<file path="src/sv/fdf_pkg.sv">
// ----------------------------------------------------------------------------
// fdf_pkg
// Shared constants, coefficient sets and control types of the dual-depth
// FIR filter unit.
// ----------------------------------------------------------------------------
package fdf_pkg;

	localparam int HIST_DEPTH      = 8;
	localparam int LONG_TAPS_DEF   = 8;
	localparam int SHORT_TAPS_DEF  = 4;
	localparam int SAMPLE_BITS_DEF = 16;
	localparam int COEF_BITS       = 16;
	localparam int FRAC_BITS       = 15;

	// q1.15 low-pass sets, tap 0 weights the newest sample
	localparam logic signed [COEF_BITS-1:0] DEEP_Q15 [HIST_DEPTH] = '{
		16'sd725, 16'sd2958, 16'sd5483, 16'sd7471,
		16'sd7471, 16'sd5483, 16'sd2958, 16'sd725
	};
	localparam logic signed [COEF_BITS-1:0] SHALLOW_Q15 [HIST_DEPTH] = '{
		16'sd7401, 16'sd12802, 16'sd12802, 16'sd7401,
		16'sd0, 16'sd0, 16'sd0, 16'sd0
	};

	typedef struct packed {
		logic s3;
		logic s4;
		logic s5;
	} tree_en_t;

	function automatic logic signed [COEF_BITS-1:0] tap_coef(
		input int   k,
		input logic deep,
		input int   long_taps,
		input int   short_taps
	);
		logic signed [COEF_BITS-1:0] c;
		c = '0;
		if (deep) begin
			if (k < long_taps) c = DEEP_Q15[k];
		end else begin
			if (k < short_taps) c = SHALLOW_Q15[k];
		end
		return c;
	endfunction

endpackage

</file>
<file path="src/sv/fdf_tap_cell.sv">
// ----------------------------------------------------------------------------
// fdf_tap_cell
// One tap of the filter: holds one history sample, hands it to the next
// cell on each accepted word, and forms the weighted product of its tap.
// ----------------------------------------------------------------------------
module fdf_tap_cell #(
	parameter int SAMPLE_BITS = fdf_pkg::SAMPLE_BITS_DEF,
	parameter int TAP         = 0,
	parameter int LONG_TAPS   = fdf_pkg::LONG_TAPS_DEF,
	parameter int SHORT_TAPS  = fdf_pkg::SHORT_TAPS_DEF,
	localparam int PROD_W     = SAMPLE_BITS + fdf_pkg::COEF_BITS
) (
	input  logic                     clk,
	input  logic                     arst_n,
	input  logic                     load,
	input  logic                     adv_s2,
	input  logic                     deep_s1,
	input  logic signed [SAMPLE_BITS-1:0] shift_in,
	output logic signed [SAMPLE_BITS-1:0] shift_out,
	output logic signed [PROD_W-1:0]      prod_s2
);

	logic signed [SAMPLE_BITS-1:0]         hist_q;
	logic signed [fdf_pkg::COEF_BITS-1:0]  coef;
	logic signed [PROD_W-1:0]              mult;

	always_ff @(posedge clk or negedge arst_n) begin
		if (!arst_n) begin
			hist_q <= '0;
		end else if (load) begin
			hist_q <= shift_in;
		end
	end

	always_comb begin
		coef = fdf_pkg::tap_coef(TAP, deep_s1, LONG_TAPS, SHORT_TAPS);
		mult = PROD_W'(hist_q) * PROD_W'(coef);
	end

	always_ff @(posedge clk) begin
		if (adv_s2) begin
			prod_s2 <= mult;
		end
	end

	assign shift_out = hist_q;

endmodule

</file>
<file path="src/sv/fdf_add_tree.sv">
// ----------------------------------------------------------------------------
// fdf_add_tree
// Registered three-level adder tree that sums the eight tap products.
// ----------------------------------------------------------------------------
module fdf_add_tree #(
	parameter int PROD_W = fdf_pkg::SAMPLE_BITS_DEF + fdf_pkg::COEF_BITS,
	localparam int SUM_W = PROD_W + 3
) (
	input  logic                    clk,
	input  fdf_pkg::tree_en_t       en,
	input  logic signed [PROD_W-1:0] prod [fdf_pkg::HIST_DEPTH],
	output logic signed [SUM_W-1:0]  sum_s5
);

	logic signed [PROD_W:0]   pair_s3 [4];
	logic signed [PROD_W+1:0] quad_s4 [2];

	always_ff @(posedge clk) begin
		if (en.s3) begin
			for (int i = 0; i < 4; i++) begin
				pair_s3[i] <= (PROD_W+1)'(prod[2*i]) + (PROD_W+1)'(prod[2*i+1]);
			end
		end
		if (en.s4) begin
			for (int i = 0; i < 2; i++) begin
				quad_s4[i] <= (PROD_W+2)'(pair_s3[2*i]) + (PROD_W+2)'(pair_s3[2*i+1]);
			end
		end
		if (en.s5) begin
			sum_s5 <= SUM_W'(quad_s4[0]) + SUM_W'(quad_s4[1]);
		end
	end

endmodule

</file>
<file path="src/sv/dual_depth_fir_filter_unit.sv">
// ----------------------------------------------------------------------------
// dual_depth_fir_filter_unit
// Eight-entry sample history feeding a fixed-coefficient low-pass FIR with
// a deep (eight-tap) and a shallow (four-tap) coefficient set per word.
//
//   channel    handshake                        payload
//   input      sample_valid / sample_stall      sample, deep_mode
//   output     filtered_valid / filtered_stall  filtered
//
// One word per cycle while the output does not stall; an accepted word passes
// the history registers, the products, three adder levels and the round/sat
// output register in that order before it shows on the output.
// Reset clears the sample history and all stage valid bits.
// Empty stages close up while the output stalls, so input keeps flowing
// until every stage is full.
// ----------------------------------------------------------------------------
module dual_depth_fir_filter_unit #(
	parameter int LONG_TAPS   = fdf_pkg::LONG_TAPS_DEF,
	parameter int SHORT_TAPS  = fdf_pkg::SHORT_TAPS_DEF,
	parameter int SAMPLE_BITS = fdf_pkg::SAMPLE_BITS_DEF
) (
	input  logic                          clk,
	input  logic                          arst_n,
	input  logic                          sample_valid,
	output logic                          sample_stall,
	input  logic signed [SAMPLE_BITS-1:0] sample,
	input  logic                          deep_mode,
	output logic                          filtered_valid,
	input  logic                          filtered_stall,
	output logic signed [SAMPLE_BITS-1:0] filtered
);

	localparam int PROD_W = SAMPLE_BITS + fdf_pkg::COEF_BITS;
	localparam int SUM_W  = PROD_W + 3;
	localparam int RND_W  = SUM_W + 1;
	localparam int Q_W    = RND_W - fdf_pkg::FRAC_BITS;
	localparam logic signed [RND_W-1:0] ROUND_HALF =
		RND_W'(1) << (fdf_pkg::FRAC_BITS - 1);
	localparam logic signed [Q_W-1:0] SAT_HI = Q_W'((1 << (SAMPLE_BITS - 1)) - 1);
	localparam logic signed [Q_W-1:0] SAT_LO = ~SAT_HI;

	logic signed [SAMPLE_BITS-1:0] hist [LONG_TAPS];
	logic signed [PROD_W-1:0]      prod [fdf_pkg::HIST_DEPTH];
	logic signed [SUM_W-1:0]       sum_s5;
	logic signed [RND_W-1:0]       rnd;
	logic signed [Q_W-1:0]         quo;
	logic signed [SAMPLE_BITS-1:0] sat;

	logic valid_s1, valid_s2, valid_s3, valid_s4, valid_s5;
	logic deep_s1;
	logic filtered_valid_q;
	logic signed [SAMPLE_BITS-1:0] filtered_q;

	logic out_free, rdy_s1, rdy_s2, rdy_s3, rdy_s4, rdy_s5;
	logic accept, adv_s2, adv_out;
	fdf_pkg::tree_en_t tree_en;

	// stage handshake
	always_comb begin
		out_free   = !filtered_valid_q || !filtered_stall;
		rdy_s5     = !valid_s5 || out_free;
		rdy_s4     = !valid_s4 || rdy_s5;
		rdy_s3     = !valid_s3 || rdy_s4;
		rdy_s2     = !valid_s2 || rdy_s3;
		rdy_s1     = !valid_s1 || rdy_s2;
		accept     = sample_valid && rdy_s1;
		adv_s2     = valid_s1 && rdy_s2;
		tree_en.s3 = valid_s2 && rdy_s3;
		tree_en.s4 = valid_s3 && rdy_s4;
		tree_en.s5 = valid_s4 && rdy_s5;
		adv_out    = valid_s5 && out_free;
	end

	assign sample_stall = !rdy_s1;

	always_ff @(posedge clk or negedge arst_n) begin
		if (!arst_n) begin
			valid_s1         <= 1'b0;
			valid_s2         <= 1'b0;
			valid_s3         <= 1'b0;
			valid_s4         <= 1'b0;
			valid_s5         <= 1'b0;
			filtered_valid_q <= 1'b0;
		end else begin
			valid_s1         <= accept || (valid_s1 && !adv_s2);
			valid_s2         <= adv_s2 || (valid_s2 && !tree_en.s3);
			valid_s3         <= tree_en.s3 || (valid_s3 && !tree_en.s4);
			valid_s4         <= tree_en.s4 || (valid_s4 && !tree_en.s5);
			valid_s5         <= tree_en.s5 || (valid_s5 && !adv_out);
			filtered_valid_q <= adv_out || (filtered_valid_q && filtered_stall);
		end
	end

	always_ff @(posedge clk) begin
		if (accept) begin
			deep_s1 <= deep_mode;
		end
		if (adv_out) begin
			filtered_q <= sat;
		end
	end

	// tap cells, newest sample enters cell 0
	for (genvar k = 0; k < LONG_TAPS; k++) begin : g_cell
		logic signed [SAMPLE_BITS-1:0] shift_in;
		if (k == 0) begin : g_head
			assign shift_in = sample;
		end else begin : g_link
			assign shift_in = hist[k-1];
		end
		fdf_tap_cell #(
			.SAMPLE_BITS(SAMPLE_BITS),
			.TAP        (k),
			.LONG_TAPS  (LONG_TAPS),
			.SHORT_TAPS (SHORT_TAPS)
		) u_cell (
			.clk      (clk),
			.arst_n   (arst_n),
			.load     (accept),
			.adv_s2   (adv_s2),
			.deep_s1  (deep_s1),
			.shift_in (shift_in),
			.shift_out(hist[k]),
			.prod_s2  (prod[k])
		);
	end

	for (genvar k = LONG_TAPS; k < fdf_pkg::HIST_DEPTH; k++) begin : g_pad
		assign prod[k] = '0;
	end

	fdf_add_tree #(
		.PROD_W(PROD_W)
	) u_tree (
		.clk   (clk),
		.en    (tree_en),
		.prod  (prod),
		.sum_s5(sum_s5)
	);

	// round half up, floor shift, saturate
	always_comb begin
		rnd = RND_W'(sum_s5) + ROUND_HALF;
		quo = Q_W'(rnd >>> fdf_pkg::FRAC_BITS);
		if (quo > SAT_HI) begin
			sat = SAMPLE_BITS'(SAT_HI);
		end else if (quo < SAT_LO) begin
			sat = SAMPLE_BITS'(SAT_LO);
		end else begin
			sat = SAMPLE_BITS'(quo);
		end
	end

	assign filtered_valid = filtered_valid_q;
	assign filtered       = filtered_q;

`ifndef SYNTHESIS
	a_head_load: assert property (@(posedge clk) disable iff (!arst_n)
		sample_valid && !sample_stall |=> hist[0] == $past(sample))
		else $error("head cell did not take the accepted word");

	a_chain_shift: assert property (@(posedge clk) disable iff (!arst_n)
		sample_valid && !sample_stall |=> hist[1] == $past(hist[0]))
		else $error("history chain did not shift");

	a_stall_full: assert property (@(posedge clk) disable iff (!arst_n)
		sample_stall |-> valid_s1 && valid_s2 && valid_s3 && valid_s4 && valid_s5)
		else $error("input stalled with an empty stage");

	a_out_load: assert property (@(posedge clk) disable iff (!arst_n)
		valid_s5 && out_free |=> filtered_valid)
		else $error("finished word not presented on output");
`endif

endmodule
</file>
<file path="config.mk">
export PLATFORM = sky130hd
export DESIGN_NAME = dual_depth_fir_filter_unit
export DESIGN_NICKNAME = d
export VERILOG_FILES = /design/src/sv/fdf_pkg.sv /design/src/sv/fdf_tap_cell.sv /design/src/sv/fdf_add_tree.sv /design/src/sv/dual_depth_fir_filter_unit.sv
export SDC_FILE = /design/constraint.sdc
export NUM_CORES = 2
export LEC_CHECK = 0
export BUFFER_PORTS_ARGS = -buffer_cell sky130_fd_sc_hd__buf_2
export CORE_UTILIZATION = 56
export DETAILED_ROUTE_END_ITERATION = 8
export PLACE_DENSITY = 0.85
export SETUP_SLACK_MARGIN = 0.02
export SLEW_MARGIN = 10
export SYNTH_ARGS = -nofsm -noshare
export SYNTH_HDL_FRONTEND = slang
export SYNTH_HIERARCHICAL = 1
export SYNTH_SLANG_ARGS = --single-unit
</file>
<file path="constraint.sdc">
create_clock -name clk -period 6.63 [get_ports clk]
set_input_delay 0 -clock clk [delete_from_list [all_inputs] [get_ports clk]]
set_output_delay 0 -clock clk [all_outputs]
set_load 0.01 [all_outputs]
</file>
==> results.py <==
metrics = {
    "run_status": {
        "status": "completed",
    },
    "synthesis": {
        "syn_area_sq_mm": 0.07588,
        "yosysWarningCount": 6,
        "post_synth_inst_count": 7651,
        "syn_area_per_cell_sq_um": 9.918,
    },
    "placed_design": {
        "dp_hpwl_mm": 152.2,
        "port_buffers": 38,
        "place_congestion": 0.9727,
    },
    "finish": {
        "syn_to_final_growth_pct": 6.385,
        "nets": 9463,
        "num-fill-cells": 10670,
        "drive_gt1_share_pct": 6.337,
    },
    "clock_tree": {
        "root_buffer": "clkbuf_16",
        "numCtsBuffers": 75,
        "htree_levels": 3,
        "cts_setup_buffers": 0,
        "insertion_delay_ns": 0.69,
        "clockBufferDepth": 3,
        "cts_sinks": 608,
        "cts_tree": "yes",
        "clk_transition_reported_paths_ns": 0.07,
    },
    "timing": {
        "max_freq_ghz": 0.1579,
        "slew_headroom_pct": 25.36,
        "setup_viol": 0,
        "slew_violations": 0,
        "rsz0062_at_grt": "false",
        "hold_viol_final": 0,
        "finalCritPeriodShare_pct": 95.54,
        "finClkSkew_ns": 0.02523,
        "finalSetupTns_ns": 0,
        "period_minus_slack_ns": 6.334,
        "worst_pin_slew_ns": 1.091,
    },
    "global_routing": {
        "grt_pass1_vias": 55930,
        "grt_use_total_pct": 27.56,
        "grt_pass1_wl_mm": 298.3,
        "grt_max_degree": 140,
        "gr-total-overflow": 0,
        "antenna_found_initial": 6,
    },
    "critical_path": {
        "crit_path_start_kind": "register",
        "end_kind": "register",
        "critPathKind": "reg -> reg",
        "cp.arrival_ns": 6.75,
        "cp_max_fo": 42,
        "ff2ff_path_depth": 18,
        "cp.required_ns": 7.05,
    },
    "detailed_routing": {
        "wl_met3_mm": 12.96,
        "drtIter0Drc": 4322,
        "drt-pass1-iter-count": 8,
        "wl_met2_mm": 86.77,
        "num_vias": 54930,
        "routed_wl_mm": 186.2,
        "drc": 0,
        "wl_met1_mm": 78.86,
        "wl_per_cell_um": 19.62,
        "via_per_inst": 5.790,
        "highest_layer": "met5",
        "drtAntennaViolNets": 0,
    },
    "min_path": {
        "hp-class": "in -> async",
    },
    "floorplan": {
        "die_w_um": 370.1,
        "ioPinCount": 39,
        "start_util_pct": 56.64,
        "fp-row-count": 134,
        "coreArea_sq_mm": 0.1340,
        "die_area_sq_mm": 0.1370,
        "die_h_um": 370.1,
    },
    "flow_run": {
        "maxCapViolations": 0,
    },
}
## worst paths after layout
kind	end	startpoint	slack [ns]
setup / recovery	g_cell[1].u_cell/prod_s2[28]	deep_s1	0.30
hold / removal	g_cell[3].u_cell/shift_out[15]	arst_n	0.03
setup reg to reg	g_cell[1].u_cell/prod_s2[28]	deep_s1	0.30
hold reg to reg	valid_s4	valid_s3	0.46
max in group asynchronous	g_cell[0].u_cell/shift_out[9]	arst_n	5.97
min in group clk	g_cell[0].u_cell/shift_out[4]	sample[4]	0.10
## layer usage
| metal | global-route usage (%) | vias up |
|---|---|---|
| li1 | - | 25510 |
| met1 | 37.01 | 27150 |
| met2 | 45.27 | 1887 |
| met3 | 4.272 | 383 |
| met4 | 9.766 | 8 |
| met5 | 0 | - |
## worst max-delay path: stages, from the launching register on
cell      delay (ns)
edfxtp_1        0.39
buf_12          0.25
buf_4           0.40
and2_1          0.33
ha_1            0.30
fa_1            0.51
fa_1            0.53
fa_1            0.52
fa_1            0.57
inv_1           0.06
fa_1            0.50
inv_1           0.04
ha_1            0.45
and2_1          0.28
and3_1          0.23
o31ai_1         0.10
a211oi_1        0.32
o21ai_1         0.14
xnor2_1         0.14
## layout by cell type (no fill, tap or decap), types with 12 or more instances in the layout
cell	n
inv_1	1430
ha_1	938
fa_1	850
edfxtp_1	474
nand2_1	456
a21oi_1	404
xnor2_1	316
nor2_1	267
xor2_1	245
o21ai_0	236
a21o_1	190
and2_1	170
dfrtp_1	134
nand3_1	116
mux2_2	108
and3_1	89
nor2b_1	82
clkbuf_16	80
nand4_1	73
buf_4	72
nand2b_1	59
nor3_1	59
a211oi_1	59
o21a_1	55
o211ai_1	52
o21bai_1	45
conb_1	45
a31oi_1	42
buf_2	37
o21ai_1	36
or2_2	29
and4_1	22
dlygate4sd3_1	21
nor4_1	16
a41oi_1	14
clkinv_2	14
or3_1	14
a21boi_0	14
inv_6	12
a2111oi_0	12
## sequential cells by signal (all words and copies together) (netlist names)
register	flops
u_tree/pair_s3	132
g_cell.u_cell/prod_s2	236
valid_s1	1
filtered_valid	1
valid_s4	1
u_tree/quad_s4	68
deep_s1	1
g_cell.u_cell/shift_out	128
valid_s2	1
filtered	16
valid_s5	1
u_tree/sum_s5	21
valid_s3	1
## through the flow
stage / worst slack, ns / instance area, sq um / utilization (%) / hold slack (ns) / std cells
finish: 0.2956 / 80730 / 60.26 / 0.02785 / 9487
global route: 0.02392 / 80720 / 60.26 / 0.04198 / 9484
global placement: 0.3503 / 78000 / 58.22 / 0.004666 / 9323
detailed placement: 0.3681 / 78000 / 58.22 / 0.009484 / 9323
floorplan: 0.05741 / 76030 / - / -0.2956 / 7689
CTS: 0.3245 / 80710 / 60.25 / 0.01540 / 9484
## repair_timing
| action | 4_1_cts | 5_1_grt |
|---|---|---|
| endpoints found under the hold margin | 110 | 0 |
| gates resized for setup | 0 | 1 |
| setup endpoints to repair | 0 | 2 |
| hold buffers | 22 | 0 |
## layout make-up
type,instances,area [sq um],share of cell area (%)
inverter,1430,5368,6.649
sequential,608,17590,21.79
clock inverter,47,409.1,0.5068
multi-input combinational,5401,51980,64.39
clock buffer,92,2067,2.560
tap,1768,2212,2.740
antenna,3,7.507,0.009300
timing repair buffer,138,1095,1.356
Power is not shown: default switching activity piles up to over one toggle a cycle in this logic, so the estimate is an artifact.
